===== src/hdl/rvs_pkg.sv =====
package rvs_pkg;

   // Binary point position of every direction, normal and index value.
   localparam int FRAC_BITS = 14;

   localparam int IN_W  = 16;
   localparam int OUT_W = 16;
   localparam int REQ_W = 8 * IN_W;
   localparam int RSP_W = 3 * OUT_W;

   function automatic int imax(input int a, input int b);
      return (a > b) ? a : b;
   endfunction

   // Internal widths, all derived from the input width and the binary point position.
   localparam int DOT_W  = 2 * IN_W + 2;
   localparam int C_W    = DOT_W - FRAC_BITS + 1;
   localparam int CC_W   = 2 * C_W;
   localparam int SX_W   = imax(CC_W, 2 * FRAC_BITS + 1) + 2;
   localparam int S_W    = imax(CC_W - FRAC_BITS, FRAC_BITS) + 2;
   localparam int J_W    = FRAC_BITS + 2;
   localparam int JSQ_W  = 2 * J_W + 1;
   localparam int JJ_W   = J_W + 3;
   localparam int JS_W   = JJ_W + S_W + 1;
   localparam int K_W    = 2 * ((JS_W + 1) / 2);
   localparam int SQ_N   = K_W / 2;
   localparam int Q_W    = SQ_N + 1;
   localparam int JC_W   = J_W + 1 + C_W;
   localparam int MD_W   = imax(JC_W, Q_W + FRAC_BITS + 1) + 2;
   localparam int M_W    = MD_W - FRAC_BITS + 1;
   localparam int JD_W   = J_W + 1 + IN_W;
   localparam int NM_W   = IN_W + M_W;
   localparam int RS_W   = imax(JD_W, NM_W) + 2;
   localparam int MP_W   = DOT_W + IN_W;
   localparam int MPX_W  = imax(MP_W, 2 * FRAC_BITS) + 1;
   localparam int MR_W   = imax(MPX_W - 2 * FRAC_BITS + 3, IN_W + 2);
   localparam int R_W    = imax(RS_W - FRAC_BITS + 1, MR_W);
   localparam int DVD_W  = IN_W + FRAC_BITS + 1;

   // Stage offsets that place the quotient and the root along the top pipeline.
   localparam int DIV_LAT = J_W + 1;
   localparam int SQ_LAT  = SQ_N + 1;

   typedef logic [2:0][IN_W-1:0] vec3_type;
   typedef logic [2:0][R_W-1:0]  res3_type;

endpackage


===== src/hdl/rvs_sqrt.sv =====
module rvs_sqrt (
   input  logic                     clock,
   input  logic                     en,
   input  logic [rvs_pkg::K_W-1:0]  rad,
   output logic [rvs_pkg::Q_W-1:0]  root
);
   import rvs_pkg::*;

   // Digit-by-digit square root, one root bit per stage, then rounding.
   logic [K_W-1:0]    rad_ff  [0:SQ_N];
   logic [SQ_N-1:0]   root_ff [0:SQ_N];
   logic [SQ_N+1:0]   rem_ff  [0:SQ_N];
   logic [Q_W-1:0]    q_ff;

   logic [K_W-1:0]    rad_in  [1:SQ_N];
   logic [SQ_N-1:0]   root_in [1:SQ_N];
   logic [SQ_N+1:0]   rem_in  [1:SQ_N];

   always_comb begin
      logic [SQ_N+3:0] tr;
      logic [SQ_N+3:0] trial;
      tr    = '0;
      trial = '0;
      for (int i = 1; i <= SQ_N; i++) begin
         tr        = {rem_ff[i-1], rad_ff[i-1][K_W-1:K_W-2]};
         trial     = (SQ_N+4)'({root_ff[i-1], 2'b01});
         rad_in[i] = {rad_ff[i-1][K_W-3:0], 2'b00};
         if (tr >= trial) begin
            rem_in[i]  = (SQ_N+2)'(tr - trial);
            root_in[i] = {root_ff[i-1][SQ_N-2:0], 1'b1};
         end else begin
            rem_in[i]  = (SQ_N+2)'(tr);
            root_in[i] = {root_ff[i-1][SQ_N-2:0], 1'b0};
         end
      end
   end

   always_ff @(posedge clock) begin
      if (en) begin
         rad_ff[0]  <= rad;
         root_ff[0] <= '0;
         rem_ff[0]  <= '0;
         for (int i = 1; i <= SQ_N; i++) begin
            rad_ff[i]  <= rad_in[i];
            root_ff[i] <= root_in[i];
            rem_ff[i]  <= rem_in[i];
         end
         // Round to nearest: the remainder exceeds the root exactly when
         // the radicand lies at or above (root + 1/2)^2.
         if (rem_ff[SQ_N] > (SQ_N+2)'(root_ff[SQ_N])) begin
            q_ff <= Q_W'(root_ff[SQ_N]) + Q_W'(1);
         end else begin
            q_ff <= Q_W'(root_ff[SQ_N]);
         end
      end
   end

   assign root = q_ff;

endmodule


===== config.mk =====
export PLATFORM = sky130hd
export DESIGN_NAME = rvs_sqrt
export DESIGN_NICKNAME = d
export VERILOG_FILES = /design/src/hdl/rvs_pkg.sv /design/src/hdl/rvs_sqrt.sv
export SDC_FILE = /design/constraint.sdc
export NUM_CORES = 2
export LEC_CHECK = 0
export ABC_AREA = 1
export BUFFER_PORTS_ARGS = -buffer_cell sky130_fd_sc_hd__buf_2
export CAP_MARGIN = 20
export CORE_MARGIN = 2
export CORE_UTILIZATION = 50
export DETAILED_ROUTE_END_ITERATION = 12
export GPL_ROUTABILITY_DRIVEN = 0
export PLACE_DENSITY = 0.65
export SLEW_MARGIN = 20
export SYNTH_ARGS = -nofsm -noshare
export SYNTH_HDL_FRONTEND = slang
export SYNTH_SLANG_ARGS = --single-unit

===== constraint.sdc =====
create_clock -name clock -period 2.7 [get_ports clock]
set_clock_uncertainty 0.05 [all_clocks]
set_input_delay 0.135 -clock clock [delete_from_list [all_inputs] [get_ports clock]]
set_output_delay 0.135 -clock clock [all_outputs]
set_load 0.03 [all_outputs]

# Word-level counts from Yosys, hierarchy flattened
# Memories as Yosys holds them, arrays and structs flattened.
# Index checks and enable logic that the tools add are counted.
# W data, S select, Z words.
# totals
regBits	26
latch_bits	0
mem_bits_rw	2652
romBits	0
input_bits	52
output_inout_bits	26
word_cells	110
n_memories	3
# classes
add_sub_neg	26
mul	0
n_div	0
n_lt_le_gt_ge	26
n_eq_ne	0
n_shift	0
mux	53
bitwise	0
n_reduce_logical	0
# memory_table
memory	words	width	rd	rd_ports_with_merged_regs	wr	line	text
rad_ff	26	50	25	0	26	rvs_sqrt.sv:10	logic [K_W-1:0] rad_ff [0:SQ_N];
rem_ff	26	27	26	0	26	rvs_sqrt.sv:12	logic [SQ_N+1:0] rem_ff [0:SQ_N];
root_ff	26	25	26	0	26	rvs_sqrt.sv:11	logic [SQ_N-1:0] root_ff [0:SQ_N];
# ops
op	n
$ge A29 B27 Y1	25
$mux W27	25
$sub A27 B27 Y27	25
$gt A27 B25 Y1	1
$mux W1	27
$add A25 B1 Y26 const B	1
$mux W25	1

# Logic depth before layout (Yosys ltp)
# An unclocked memory read counts as a cell.
# logic_depth
word_depth	3
depth_mapped	17
depth_no_buf	15

# Least setup slack after synthesis
# OpenSTA, ideal clock, no wires.
# synth_timing
path_kind	register -> register
from	memory rem_ff[0][162] in the netlist's numbering
to	memory rem_ff[0][207] in the netlist's numbering, data pin
setup_ns	0.261
arrival_ns	1.787
setup_slack_ns	0.602
path_stages_with_launch	11
n_path_buf	1
cell_sequence	edfxtp_1 -> ha_1 -> a21oi_2 -> nand2_2 -> nand2_1 -> nand2_2 -> a21oi_4 -> nand2_4 -> nor2_8 -> buf_4 -> a21oi_1
# synth_rtl
item	line
start, declared	rvs_sqrt.sv:12

==> reports/results.txt <==
Status = completed
Relative slew margins = 0.589
Worst Hold Path EP = rad_ff[0][25]
Combinational family with the most area after synthesis = simple AND/OR/NAND/NOR gates
Cell count after synthesis = 10320
Fin area = 102000 um2
Number of synthesized flops with an enable pin = 1639
Tmin final = 2.59 ns
Critical-path top delay cell = edfxtp_1
Iteration-0 DRC Markers = 6648
Fmax = 0.385 GHz
CP Capture Type = flop
Seq/Total Area, Yosys = 0.543
Endpoints failing hold = 0
Post-synthesis simple-gate area fraction = 0.252
Synthesized Nets = 10752
Drt drc = 0
Max rail drop VDD = 0.606 mV
Crit-path max cell delay = 0.44 ns
Post-Route M1 WL = 94.2 mm
Via density = 5.19
DR vias = 68802
Die area = 185000 um2
CTS tree = built
Die height = 430 um
Metal3 WL = 13.8 mm
Placed inst area = 94600 um2
CTS H-tree depth = 4
First-pass GRT wire length = 343 mm
Final core utilization = 0.564
Post-Syn Area = 90600 um2
CP cell instances = ha_1, a21oi_1, nor2_1, nor3_1, nand2_1, nor2_1, nand2_4, buf_4, nand3_1, nand2_1
Critical path data arrival time = 3.10 ns
Max cap viols = 0
Ratio of cells with drive above 1 in the final layout = 0.0674
Cell with the most instances after synthesis = nand2_1
HP Class = input pin to flop
Total congestion overflow = 0
CTS Buffer Depth = 3
Slew at the pin closest to its max-slew limit = 0.611 ns
Reg-to-reg endpoint = rem_ff[1][237]
Initial core utilization = 0.502
Clock Latency Late Sink = 0.83 ns
Setup CP Type = flop to flop
Ranking of synthesized cells by area = edfxtp_1 54%, nand2_1 14%, inv_1 7.2%
I/O pin count = 78
Pleak = 46.4 nW
Leading area contributor after synthesis = edfxtp_1
Initial antenna violation count = 1
GR Util All Layers = 0.230
Max-slew violation count = 0
Fraction of registers with async set/reset = 0
Post-synth top flop = edfxtp_1
Power Total = 73.3 mW
Mux cell area share after synthesis = 0
Clock transition at path regs = 0.06 ns
Post-route ant nets = 0
Top sig layer = met5
#FFs+latches synth = 1639
R2R cell count = 10
R2r setup slk = 0.11 ns
Vias in the first global route = 65392
WL final = 214 mm
Final Non-Filler Cells = 13253
Hold path start = en
N_diodes = 0
WL/cell = 16.2 um
Die X-Extent = 430 um
Placed instance count = 12825
Fin crit share = 0.961
Worst-path fanout max = 14
Mean Syn Cell Area = 8.78 um2
NumNets Final = 11167
Setup violators final = 0
Synth Area in Compound Gates = 0.0417
Synthesized-area fraction occupied by adder cells = 0.0525
Drt pass-1 iters = 6
Worst Path Required = 3.20 ns
Clk root buf = clkbuf_16
Placement Setup Slack = 0.151 ns
WHS Path Cells = 2
Power Dens Cells = 721 nW/um2
Rows = 156
Area growth, synth to finish = 12.2%
Yosys warning count = 0
Post-Synth XOR/XNOR Area = 0.0287
Core Footprint = 180000 um2
Worst r2r src = rem_ff[1][209]
CTS Buf Count = 176
CTS Sinks = 1639
Buffers on Ports = 77
Buf+Inv Stages, Crit Path = 1
Yosys cell types = 54
Met2 WL = 99.5 mm
Final HPWL DP = 163 mm
Largest net degree at the start of global routing = 114
Final WS setup = 0.105 ns
Crit path launch type = flop
CP top delay family = simple AND/OR/NAND/NOR gates
Post-synth top cells = 3451 x nand2_1, 1748 x inv_1, 1639 x edfxtp_1, 865 x nor2_1, 610 x nand3_1
Post-synth top area share = 0.543
-- where the power goes --
group | internal (mW) | switching [mW] | total [mW]
Combinational | 5.22 | 10.3 | 15.6
Clock | 14.4 | 10.1 | 24.6
Sequential | 31.4 | 1.79 | 33.2
-- metal layers --
| metal | up-vias | GRT usage |
|---|---|---|
| met2 | 2330 | 0.378 |
| met4 | 2 | 0.0783 |
| met1 | 31809 | 0.312 |
| li1 | 34212 | - |
| met5 | - | 0 |
| met3 | 449 | 0.0356 |
-- worst reg2reg max path, stage by stage (launching register included) --
cell      delay (ns)
edfxtp_1        0.44
ha_1            0.44
a21oi_1         0.26
nor2_1          0.09
nor3_1          0.27
nand2_1         0.10
nor2_1          0.18
nand2_4         0.09
buf_4           0.21
nand3_1         0.12
nand2_1         0.09
-- cells by family (layout without fill, tap and decap cells) --
family	Yosys count	in the layout
other	1	1
adders and majority gates	380	380
DFF	1639	1639
buffers and inverters	1869	2432
and+or+nand+nor	5464	5464
AOI/OAI and AO/OA	670	670
xor gates and xnor gates	297	297
-- area by class of cell --
class | instances | area [um2]
tap | 2370 | 2970
clock buffer | 206 | 4520
sequential | 1639 | 49200
timing repair buffer | 327 | 2840
inverter | 1779 | 6700
fill | 15857 | 78700
clock inverter | 120 | 1460
multi-input combinational | 6812 | 34000
-- registers in the layout, indices dropped and copies added (netlist names) --
signal   flops
root        26
rad_ff     650
root_ff    325
rem_ff     638
-- through the flow --
stage,TNS [ns],hold slack (ns)
after CTS,0,0.273
after floorplan,0,0.184
after detailed placement,0,0.263
after global placement,0,0.261
final,0,0.313
after global routing,-0.000601,0.291
-- timing repair --
action                                 CTS  global route
hold buffers                           101             0
setup endpoints to repair                0            60
resized for setup                        0            11
setup buffers                            0             1
endpoints found under the hold margin  518             0
-- cells in the final DEF (no fill, tap or decap), types with 39 or more instances in the layout --
cell,n
o21ai_0,180
nor3_1,130
nand3b_1,92
dlygate4sd3_1,101
nand2_1,3450
edfxtp_1,1639
nand4_1,152
inv_1,1748
nor2_2,39
clkbuf_16,176
buf_2,76
nand3_1,610
buf_4,124
a21oi_2,59
xor2_1,215
ha_1,377
a21oi_1,335
xnor2_1,82
nor2_1,862
-- worst max-delay path by stage --
stage / from / endpoint / slack (ns) / cells after the start
floorplan: rem_ff[0][162] / rem_ff[0][207] / 0.60 / 10
global placement: root_ff[1][108] / rem_ff[1][152] / 0.14 / 13
detailed placement: root_ff[1][109] / rem_ff[1][152] / 0.15 / 13
CTS: root_ff[1][109] / rem_ff[1][152] / 0.14 / 13
global route: root_ff[1][108] / rem_ff[1][152] / -0.0006 / 13
finish: rem_ff[1][209] / rem_ff[1][237] / 0.11 / 10
Power figures use the tool's default switching activity.
