**config.mk**
```make
export PLATFORM = sky130hd
export DESIGN_NAME = rvs_div
export DESIGN_NICKNAME = d
export VERILOG_FILES = /design/src/hdl/rvs_pkg.sv /design/src/hdl/rvs_div.sv
export SDC_FILE = /design/constraint.sdc
export NUM_CORES = 1
export LEC_CHECK = 0
export BUFFER_PORTS_ARGS = -buffer_cell sky130_fd_sc_hd__clkbuf_2
export CAP_MARGIN = 10
export CORE_MARGIN = 2
export CORE_UTILIZATION = 25
export CTS_CLUSTER_DIAMETER = 30
export CTS_CLUSTER_SIZE = 28
export DETAILED_ROUTE_END_ITERATION = 10
export GPL_TIMING_DRIVEN = 0
export HOLD_SLACK_MARGIN = 0.1
export PLACE_DENSITY_LB_ADDON = 0.25
export REMOVE_ABC_BUFFERS = 1
export SKIP_LAST_GASP = 1
export SYNTH_ARGS = -nofsm -noshare
export SYNTH_HDL_FRONTEND = slang
export SYNTH_SLANG_ARGS = --single-unit
```
**constraint.sdc**
```tcl
create_clock -name clock -period 3.5 [get_ports clock]
set_input_delay 0.175 -clock clock [delete_from_list [all_inputs] [get_ports clock]]
set_output_delay 0.175 -clock clock [all_outputs]
set_load 0.005 [all_outputs]
```
**src/hdl/rvs_pkg.sv**
```systemverilog
package rvs_pkg;

   // Binary point position of every direction, normal and index value.
   localparam int FRAC_BITS = 14;

   localparam int IN_W  = 16;
   localparam int OUT_W = 16;
   localparam int REQ_W = 8 * IN_W;
   localparam int RSP_W = 3 * OUT_W;

   function automatic int imax(input int a, input int b);
      return (a > b) ? a : b;
   endfunction

   // Internal widths, all derived from the input width and the binary point position.
   localparam int DOT_W  = 2 * IN_W + 2;
   localparam int C_W    = DOT_W - FRAC_BITS + 1;
   localparam int CC_W   = 2 * C_W;
   localparam int SX_W   = imax(CC_W, 2 * FRAC_BITS + 1) + 2;
   localparam int S_W    = imax(CC_W - FRAC_BITS, FRAC_BITS) + 2;
   localparam int J_W    = FRAC_BITS + 2;
   localparam int JSQ_W  = 2 * J_W + 1;
   localparam int JJ_W   = J_W + 3;
   localparam int JS_W   = JJ_W + S_W + 1;
   localparam int K_W    = 2 * ((JS_W + 1) / 2);
   localparam int SQ_N   = K_W / 2;
   localparam int Q_W    = SQ_N + 1;
   localparam int JC_W   = J_W + 1 + C_W;
   localparam int MD_W   = imax(JC_W, Q_W + FRAC_BITS + 1) + 2;
   localparam int M_W    = MD_W - FRAC_BITS + 1;
   localparam int JD_W   = J_W + 1 + IN_W;
   localparam int NM_W   = IN_W + M_W;
   localparam int RS_W   = imax(JD_W, NM_W) + 2;
   localparam int MP_W   = DOT_W + IN_W;
   localparam int MPX_W  = imax(MP_W, 2 * FRAC_BITS) + 1;
   localparam int MR_W   = imax(MPX_W - 2 * FRAC_BITS + 3, IN_W + 2);
   localparam int R_W    = imax(RS_W - FRAC_BITS + 1, MR_W);
   localparam int DVD_W  = IN_W + FRAC_BITS + 1;

   // Stage offsets that place the quotient and the root along the top pipeline.
   localparam int DIV_LAT = J_W + 1;
   localparam int SQ_LAT  = SQ_N + 1;

   typedef logic [2:0][IN_W-1:0] vec3_type;
   typedef logic [2:0][R_W-1:0]  res3_type;

endpackage

```
**src/hdl/rvs_div.sv**
```systemverilog
module rvs_div (
   input  logic                      clock,
   input  logic                      en,
   input  logic [rvs_pkg::IN_W-1:0]  num,
   input  logic [rvs_pkg::IN_W-1:0]  den,
   output logic [rvs_pkg::J_W-1:0]   quo
);
   import rvs_pkg::*;

   // Rounded quotient num * 2^F / den, one quotient bit per stage, saturated.
   logic [DVD_W-1:0] dvd;
   logic             ovf_in;

   logic [IN_W-1:0] den_ff [0:J_W];
   logic            ovf_ff [0:J_W];
   logic [IN_W-1:0] rem_ff [0:J_W];
   logic [J_W-1:0]  low_ff [0:J_W];
   logic [J_W-1:0]  quo_ff [0:J_W];

   logic [IN_W-1:0] rem_in [1:J_W];
   logic [J_W-1:0]  low_in [1:J_W];
   logic [J_W-1:0]  quo_in [1:J_W];

   assign dvd    = DVD_W'({num, FRAC_BITS'(0)}) + DVD_W'(den >> 1);
   // The quotient fits in J_W bits exactly when dvd < den * 2^J_W.
   assign ovf_in = {1'b0, dvd} >= {den, J_W'(0)};

   always_comb begin
      logic [IN_W:0] tr;
      tr = '0;
      for (int i = 1; i <= J_W; i++) begin
         tr = {rem_ff[i-1], low_ff[i-1][J_W-1]};
         low_in[i] = {low_ff[i-1][J_W-2:0], 1'b0};
         if (tr >= {1'b0, den_ff[i-1]}) begin
            rem_in[i] = IN_W'(tr - {1'b0, den_ff[i-1]});
            quo_in[i] = {quo_ff[i-1][J_W-2:0], 1'b1};
         end else begin
            rem_in[i] = IN_W'(tr);
            quo_in[i] = {quo_ff[i-1][J_W-2:0], 1'b0};
         end
      end
   end

   always_ff @(posedge clock) begin
      if (en) begin
         den_ff[0] <= den;
         ovf_ff[0] <= ovf_in;
         rem_ff[0] <= IN_W'(dvd >> J_W);
         low_ff[0] <= dvd[J_W-1:0];
         quo_ff[0] <= '0;
         for (int i = 1; i <= J_W; i++) begin
            den_ff[i] <= den_ff[i-1];
            ovf_ff[i] <= ovf_ff[i-1];
            rem_ff[i] <= rem_in[i];
            low_ff[i] <= low_in[i];
            quo_ff[i] <= quo_in[i];
         end
      end
   end

   assign quo = ovf_ff[J_W] ? '1 : quo_ff[J_W];

endmodule

```
### Word-level counts from Yosys, hierarchy flattened

Memory sizes are Yosys's and may differ from the RTL's.
Index checks and enable logic that the tools add are counted.

| storage, ports and cells | value |
|---|---|
| bits in registers | 0 |
| memory bits (writable) | 1105 |
| output and inout bits | 16 |
| memories | 5 |

Memories:

| memory | words | width | read ports | clocked after memory_dff | write ports | line | source |
|---|---|---|---|---|---|---|---|
| den_ff | 17 | 16 | 16 | 0 | 17 | rvs_div.sv:14 | `logic [IN_W-1:0] den_ff [0:J_W];` |
| low_ff | 17 | 16 | 16 | 0 | 17 | rvs_div.sv:17 | `logic [J_W-1:0] low_ff [0:J_W];` |
| quo_ff | 17 | 16 | 17 | 0 | 17 | rvs_div.sv:18 | `logic [J_W-1:0] quo_ff [0:J_W];` |
| rem_ff | 17 | 16 | 16 | 0 | 17 | rvs_div.sv:16 | `logic [IN_W-1:0] rem_ff [0:J_W];` |
| ovf_ff | 17 | 1 | 17 | 0 | 17 | rvs_div.sv:15 | `logic ovf_ff [0:J_W];` |

| operators by class | value |
|---|---|
| add/sub/neg operators | 17 |
| magnitude comparators | 17 |
| muxes and demuxes | 35 |

Operators by type and width:

| kind | count |
|---|---|
| $ge A17 B16 Y1 | 16 |
| $mux W16 | 17 |
| $sub A16 B16 Y16 | 16 |
| $ge A31 B32 Y1 | 1 |
| $add A30 B15 Y31 | 1 |
| $mux W1 | 18 |

### Depth between registers and ports, before layout

Gate-level depths: netlist of the first run.
An unclocked memory read counts as a cell.

| logic depth | value |
|---|---|
| word-level depth | 3 |
| depth in mapped cells | 14 |
| gate-level depth less buffers | 14 |

### Worst setup path after synthesis of the first run

OpenSTA, ideal clock, no wires.

| path | value |
|---|---|
| kind | flip-flop to flip-flop |
| start | mem rem_ff[12][5] (netlist: rem_ff[0][197]) |
| end | mem rem_ff[13][8] (netlist: rem_ff[0][216]), data pin |
| arrival time | 2.598 ns |
| slack | 0.642 ns |
| stages on the path, launching flop included | 11 |
| path buffers | 2 |
| cells stage by stage | edfxtp_1 -> ha_1 -> a21o_1 -> or3_4 -> o21ai_2 -> o211ai_2 -> nand3b_1 -> a311o_1 -> buf_6 -> buf_12 -> mux2_4 |

RTL lines:

| element | line |
|---|---|
| from (decl) | rvs_div.sv:16 |

==> key figures, run 1 <==
Critical path
  – Worst r2r dst: rem_ff[0][131]
  – WP data required: 3.98 ns
  – Startpoint types: register
  – CP arrival: 3.82 ns
  – Reg-to-reg startpoint: den_ff[0][121]
  – Worst Path Class, Setup: reg -> reg
  – CP max FO: 22
  – Reg2reg setup slack: 0.17 ns
  – Element type at the critical path end: register
  – R2R cell count: 10

Placement
  – Worst slack, placed: -0.365 ns
  – Port Buf Inserts: 49
  – Placer Congestion: 0.790
  – Post-DP HPWL: 53800 µm

Route
  – DRT Pass-1 Iters: 5
  – Antenna-violating nets left: 0
  – Via count: 22300
  – Vias per cell: 4.34
  – Routed wire per std cell: 14.5 µm
  – Post-Route WL: 74400 µm
  – DR iter-0 viols: 1102
  – DRC violations left: 0

Clock tree
  – Clk buf depth: 3
  – CTS sink cnt: 667
  – Inserted Clock Buffers: 156
  – CTS tree: built
  – H-tree depth: 4
  – Root Buffer: clkbuf_16
  – Clock slew at reported path FFs: 0.04 ns
  – Clk Latency, worst-skew pair: 0.74 ns

Yosys
  – Post-Syn Instances: 2891
  – Mux share of post-synthesis cell area: 4.85%
  – Post-synth top flop: edfxtp_1
  – Avg Cell Area, Syn: 12.3 µm²
  – Register area share after synthesis: 56.4%
  – Yosys Warn Count: 0
  – Post-synth EDFFs: 667
  – Compound-Gate Fraction of Synth Area: 11.1%
  – Syn Std Cell Area: 35500 µm²
  – Asr flop ratio synth: 0%
  – Post-Synth Adder-Cell Area: 10.5%
  – Unique masters post-synth: 71
  – Largest family of logic cells by synthesized area: compound AO/OA/AOI/OAI gates
  – Simple-Gate Fraction of Synth Area: 8.77%
  – Yosys reg bits: 667
  – Xor/xnor cell area share of the yosys netlist: 4.22%

Global route
  – Vias in the first global route: 23000
  – Initial antenna violation count: 1
  – Total Routing Usage GR: 10.4%
  – Gr ovfl total: 0
  – First-pass GRT wire length: 121000 µm
  – Largest net degree at the start of global routing: 106

STA
  – Min cycle time layout: 3.33 ns
  – Final Cycle Share: 95.3%
  – Final worst slack: 0.165 ns
  – Final hold vios: 0
  – RSZ-0062 raised after global routing: no
  – Final Skew: 0.0304 ns
  – Worst hold slack: 0.178 ns
  – Worst-Margin Slew: 0.972 ns
  – Final Setup Violations: 0
  – Max Slew Vio Count: 0
  – F_max: 300 MHz
  – Headroom to the max-slew limit: 35.2%

Floorplan
  – DIE HEIGHT: 381 µm
  – I/O pin total: 50
  – Initial Util: 25.1%
  – Die Area: 145000 µm²
  – Core area: 141000 µm²
  – Die Wd: 381 µm
  – Rows: 138

Power and ir drop
  – PwrDens: 917 nW/µm²
  – P_leak: 17.6 nW
  – Final Power: 0.0404 W
  – Peak supply drop: 0.457 mV

Finish
  – Number of diodes: 0
  – Nets@finish: 3447
  – Most frequent cells in the layout: edfxtp_1, inv_1, ha_1
  – Layout cells sized above 1: 14.5%
  – Area delta synth->final: 24.0%
  – Final core occ: 31.2%
  – Most common cell after layout, fill and taps aside: edfxtp_1

Hold path
  – Min-delay src: den[1]
  – Depth of the worst hold-timing path: 2
  – Worst hold path class: in -> reg
  – WHS Endpoint: den_ff[0][1]

Job
  – Max_cap viols: 0

Run status
  – Run status: complete, no violations
==> layer usage <==
| metal | up-vias | track usage (%) | wire length (µm) |
|---|---|---|---|
| met2 | 332 | 18.8 | 38100 |
| met5 | - | 0 | 0 |
| met1 | 10600 | 11.7 | 31400 |
| met3 | 153 | 2.12 | 2510 |
| met4 | 0 | 4.74 | 2360 |
| li1 | 11200 | - | - |
==> cell type report <==
class | count | area, µm²
Multi-Input combinational cell | 1843 | 14100
Sequential cell | 667 | 20000
Tap cell | 1890 | 2360
Clock inverter | 89 | 1030
Fill cell | 14400 | 97200
Timing Repair Buffer | 116 | 1090
Clock buffer | 194 | 4130
Inverter | 341 | 1280
==> worst max-delay path: stages (launching register included) <==
cell,delay [ns]
edfxtp_1,0.46
inv_1,0.17
ha_1,0.21
nor2b_1,0.08
o31ai_1,0.34
a211oi_1,0.21
o211ai_1,0.32
nand3_1,0.15
a41oi_2,0.52
buf_6,0.27
mux2_2,0.35
==> power breakdown <==
group          switching (W)  total (W)  internal (W)
sequential          0.000974     0.0125        0.0116
clock                0.00439     0.0141       0.00968
combinational        0.00729     0.0137       0.00646
==> what timing repair did <==
action	CTS	global route
hold endpoints to repair	46	0
cloned	0	0
buffers inserted	2	8
setup endpoints to repair	51	79
hold buffers	45	0
pin swaps	2	5
resized for setup	4	10
==> through the flow <==
step	cells	setup TNS (ns)	instance area (µm²)
final	5140	0	44000
after global routing	5140	0	44000
after floorplan	2851	-1.84	35300
after CTS	5132	0	43900
after detailed placement	4802	-3.40	38200
after global placement	4790	-6598.36	37900
==> sequential cells by signal, summed over array words and instances, names as in the netlist <==
signal and count:
den_ff 256, rem_ff 255, quo_ff 136, ovf_ff 17, low_ff 3
==> Yosys cell counts, types with 6 or more instances <==
cell       number  area (µm²)
a211o_1         8        70.1
a211oi_1       20         150
a21boi_0       16         120
a21o_1         72         541
a21oi_1       108         541
a311oi_1        6        52.6
a31oi_1        41         257
a41oi_1         7        61.3
and2_1         10        62.6
and3_1         27         169
and4_1          8        70.1
buf_2          11        55.1
clkbuf_1       23        86.3
edfxtp_1      667       20000
fa_1           15         300
ha_1          273        3420
inv_1         341        1280
mux2_2        123        1390
mux2_4          7         105
mux2i_1        23         230
nand2_1       183         687
nand2b_1       30         188
nand3_1        50         250
nand3b_1       11        82.6
nand4_1        32         200
nor2_1        142         533
nor2b_1        48         300
nor3_1         39         195
nor4_1         11        68.8
o2111ai_1       9        78.8
o211ai_1       18         135
o21a_1         36         270
o21ai_0       152         761
o21bai_1       15         113
o31a_1         13         114
o31ai_1        28         210
or2_2          24         150
or3_1          13        81.3
xnor2_1        98         858
xor2_1         73         639
==> worst max-delay path by stage <==
stage	startpoint	end	slack [ns]
floorplan	den_ff[0][65]	rem_ff[0][82]	-0.13
global placement	en	rem_ff[0][227]	-9.81
detailed placement	den[15]	ovf_ff[0]	-0.37
CTS	den_ff[0][49]	rem_ff[0][76]	0.008
global route	den_ff[0][161]	rem_ff[0][189]	0.02
finish	den_ff[0][121]	rem_ff[0][131]	0.17
==> cells by family after synthesis <==
logic type | count (synthesis)
and+or+nand+nor | 636
adders and majority gates | 288
AOI/OAI and AO/OA | 595
buffers and inverters | 381
muxes | 153
xor gates and xnor gates | 171
DFF | 667
Power figures use the tool's default switching activity.
==> run 2: changes to the inputs <==
--- a/config.mk
+++ b/config.mk
@@ -5,10 +5,10 @@
 export SDC_FILE = /design/constraint.sdc
 export NUM_CORES = 1
 export LEC_CHECK = 0
-export BUFFER_PORTS_ARGS = -buffer_cell sky130_fd_sc_hd__clkbuf_2
+export BUFFER_PORTS_ARGS = -buffer_cell sky130_fd_sc_hd__buf_2
 export CAP_MARGIN = 10
 export CORE_MARGIN = 2
-export CORE_UTILIZATION = 25
+export CORE_UTILIZATION = 30
 export CTS_CLUSTER_DIAMETER = 30
 export CTS_CLUSTER_SIZE = 28
 export DETAILED_ROUTE_END_ITERATION = 10
==> run 2 against run 1 <==
  * Sequential power about the same
  * Clock power hardly changed
  * Highest routed layer unchanged
  * Maximum frequency is 0.62% higher
  * Combinational power barely moved
  * Register-to-register slack gained 0.02 ns
  * First-iteration DRC count grew 7.6%
  * Worst setup slack gained 0.021 ns
  * Core utilization up 5.9 points
  * Critical path type unchanged
  * Design area down 0.90%
  * Non-clock buffer count fell by 4
  * Worst hold slack worse by 0.011 ns
==> key figures, run 2 (synthesis results as in run 1) <==
Job
  – Max_cap viols: 0 (unchanged)

Placement
  – Post-DP HPWL: 51800 µm (-3.6%)
  – Port Buf Inserts: 49 (unchanged)
  – Worst slack, placed: -0.194 ns (+0.171 ns)
  – Placer Congestion: 0.824 (+4.3%)
  – Placed Cells: 4447 (-7.4%)
  – Placed Area: 37700 µm² (-1.3%)

Power and ir drop
  – Combinational power share: 33.7% (-0.4 points)
  – PwrDens: 929 nW/µm² (+1.3%)
  – Sw power: 0.0128 W (+1.3%)
  – P_leak: 17.6 nW (about the same)
  – Peak supply drop: 0.592 mV (+29%)
  – Int Pwr: 0.0277 W (about the same)
  – Clock power frac: 35.3% (+0.4 points)
  – Seq pwr share: 31.0% (about the same)
  – Switching Share: 31.7% (+0.31 points)

Global route
  – Total Routing Usage GR: 12.3% (+1.9 points)
  – Initial antenna violation count: 1 (unchanged)
  – Largest net degree at the start of global routing: 132 (+25%)
  – First-pass GRT wire length: 118000 µm (-2.0%)
  – Vias in the first global route: 22700 (-1.6%)
  – Gr ovfl total: 0 (unchanged)

Clock tree
  – CTS sink cnt: 667 (unchanged)
  – H-tree depth: 4 (unchanged)
  – Clk Latency, worst-skew pair: 0.75 ns (about the same)
  – CTS tree: built
  – Clock slew at reported path FFs: 0.04 ns (about the same)
  – Inserted Clock Buffers: 156 (unchanged)
  – Clk buf depth: 3 (unchanged)
  – Root Buffer: clkbuf_16

Critical path
  – Worst r2r dst: rem_ff[0][147]
  – R2R cell count: 10 (unchanged)
  – Worst Path Class, Setup: reg -> reg
  – Slowest stage cell, crit path: edfxtp_1
  – CP Cell Sequence: inv_1 -> ha_1 -> nor2b_1 -> o31ai_1 -> a211oi_1 -> o211ai_1 -> nand3_1 -> a41oi_4 -> buf_8 -> mux2_2
  – CP bufs+invs: 2 (unchanged)
  – Element type at the critical path end: register
  – Reg2reg setup slack: 0.19 ns (+0.02 ns)
  – Delay-heaviest family, CP: compound AO/OA/AOI/OAI gates
  – CP max FO: 23 (+4.5%)
  – Reg-to-reg startpoint: den_ff[0][136]
  – CP arrival: 3.81 ns (about the same)
  – WP data required: 3.99 ns (about the same)
  – Startpoint types: register
  – Slowest stage delay, CP: 0.49 ns (-0.03 ns)

Hold path
  – Depth of the worst hold-timing path: 2 (unchanged)
  – Min-delay src: den[1]
  – Worst hold path class: in -> reg
  – WHS Endpoint: den_ff[0][1]

STA
  – Max Slew Vio Count: 0 (unchanged)
  – Final Setup Violations: 0 (unchanged)
  – Final worst slack: 0.186 ns (+0.0206 ns)
  – Final Skew: 0.0200 ns (-0.0104 ns)
  – Setup TNS: 0 ns (unchanged)
  – Final hold vios: 0 (unchanged)
  – RSZ-0062 raised after global routing: no
  – F_max: 302 MHz (+0.62%)
  – Final Cycle Share: 94.7% (-0.59 points)
  – Worst-Margin Slew: 0.886 ns (-0.0853 ns)
  – Headroom to the max-slew limit: 40.9% (+5.7 points)
  – Min cycle time layout: 3.31 ns (-0.0206 ns)

Finish
  – Biggest register: den_ff
  – Nets@finish: 3443 (-0.12%)
  – Post-route cell area: 43600 µm² (-0.90%)
  – Number of diodes: 0 (unchanged)
  – Most common cell after layout, fill and taps aside: edfxtp_1
  – Final core occ: 37.1% (+5.9 points)
  – Layout cells sized above 1: 15.1% (+0.60 points)
  – Max reg flops: 256 (unchanged)
  – Most frequent cells in the layout: edfxtp_1, inv_1, ha_1
  – Layout Cells excl Fill: 4782 (-7.0%)
  – Largest registers: den_ff (256), rem_ff (255), quo_ff (136)
  – Area delta synth->final: 22.9%

Run status
  – Run status: complete, no violations

Floorplan
  – DIE HEIGHT: 348 µm (-8.6%)
  – Core area: 118000 µm² (-17%)
  – Die Wd: 348 µm (-8.6%)
  – I/O pin total: 50 (unchanged)
  – Rows: 126 (-8.7%)
  – Initial Util: 30.2% (+5.0 points)
  – Die Area: 121000 µm² (-16%)

Route
  – DR iter-0 viols: 1186 (+7.6%)
  – DRC violations left: 0 (unchanged)
  – Vias per cell: 4.60 (+6.0%)
  – Routed wire per std cell: 15.1 µm (+4.4%)
  – Post-Route WL: 72200 µm (-2.9%)
  – Antenna-violating nets left: 0 (unchanged)
  – Via count: 22000 (-1.4%)
  – DRT Pass-1 Iters: 5 (unchanged)
[run 2: cell count changes in the layout (fill, tap and decap cells not counted), moves of 6 or more]
cell	before	now
buf_2	0	48
clkbuf_1	34	22
clkbuf_2	48	0
clkinv_1	31	25
clkinv_2	17	25
clkinvlp_4	6	13
inv_16	1	7
[run 2: power by group through the flow]
| stage | registers (W) | clock network, W | logic (W) |
|---|---|---|---|
| final | 0.0126 | 0.0143 | 0.0136 |
| after global routing | 0.0128 | 0.0151 | 0.0154 |
| after CTS | 0.0126 | 0.0146 | 0.0135 |
| after detailed placement | 0.0127 | 0 | 0.0133 |
| after global placement | 0.0129 | 0 | 0.0131 |
| after floorplan | 0.0122 | 0 | 0.0104 |
[run 2: what timing repair did]
item / 4_1_cts / 5_1_grt
gates resized for setup: 2 / 14
endpoints found under the setup margin: 23 / 112
setup buffers: 0 / 12
hold buffers: 40 / 0
pin swaps: 1 / 4
hold endpoints to repair: 136 / 0
[run 2: worst max path at each step]
stage	startpoint	to	slack (ns)	cells after the start
6_report	den_ff[0][136]	rem_ff[0][147]	0.19	10
5_1_grt	den_ff[0][99]	rem_ff[0][127]	0.02	10
3_5_place_dp	den_ff[0][177]	rem_ff[0][196]	-0.19	10
3_3_place_gp	en	rem_ff[0][242]	-8.36	1
2_1_floorplan	den_ff[0][65]	rem_ff[0][82]	-0.13	9
4_1_cts	den_ff[0][34]	rem_ff[0][61]	0.01	10
[run 2: final cells by class]
class	instances	area, µm²
clock buffers	179	4010
clock inverters	104	1250
fillers	11400	74000
inverters	341	1280
multi-input cells	1843	14100
flip-flops and latches	667	20000
well taps	1536	1920
repair buffers	112	1020
[run 2: metrics by stage]
step	power, W	hold slack, ns
floorplan	0.0227	0.274
global placement	0.0260	0.377
detailed placement	0.0261	0.380
CTS	0.0407	0.102
global route	0.0433	0.151
finish	0.0405	0.167
[run 2: per-layer routing]
layer  track usage [%]  vias up  routed length (µm)
li1                  -    11200                   -
met1              14.4    10400               30800
met2              21.4      355               36600
met3              2.59      127                2630
met4              5.68        0                2160
met5                 0        -                   0
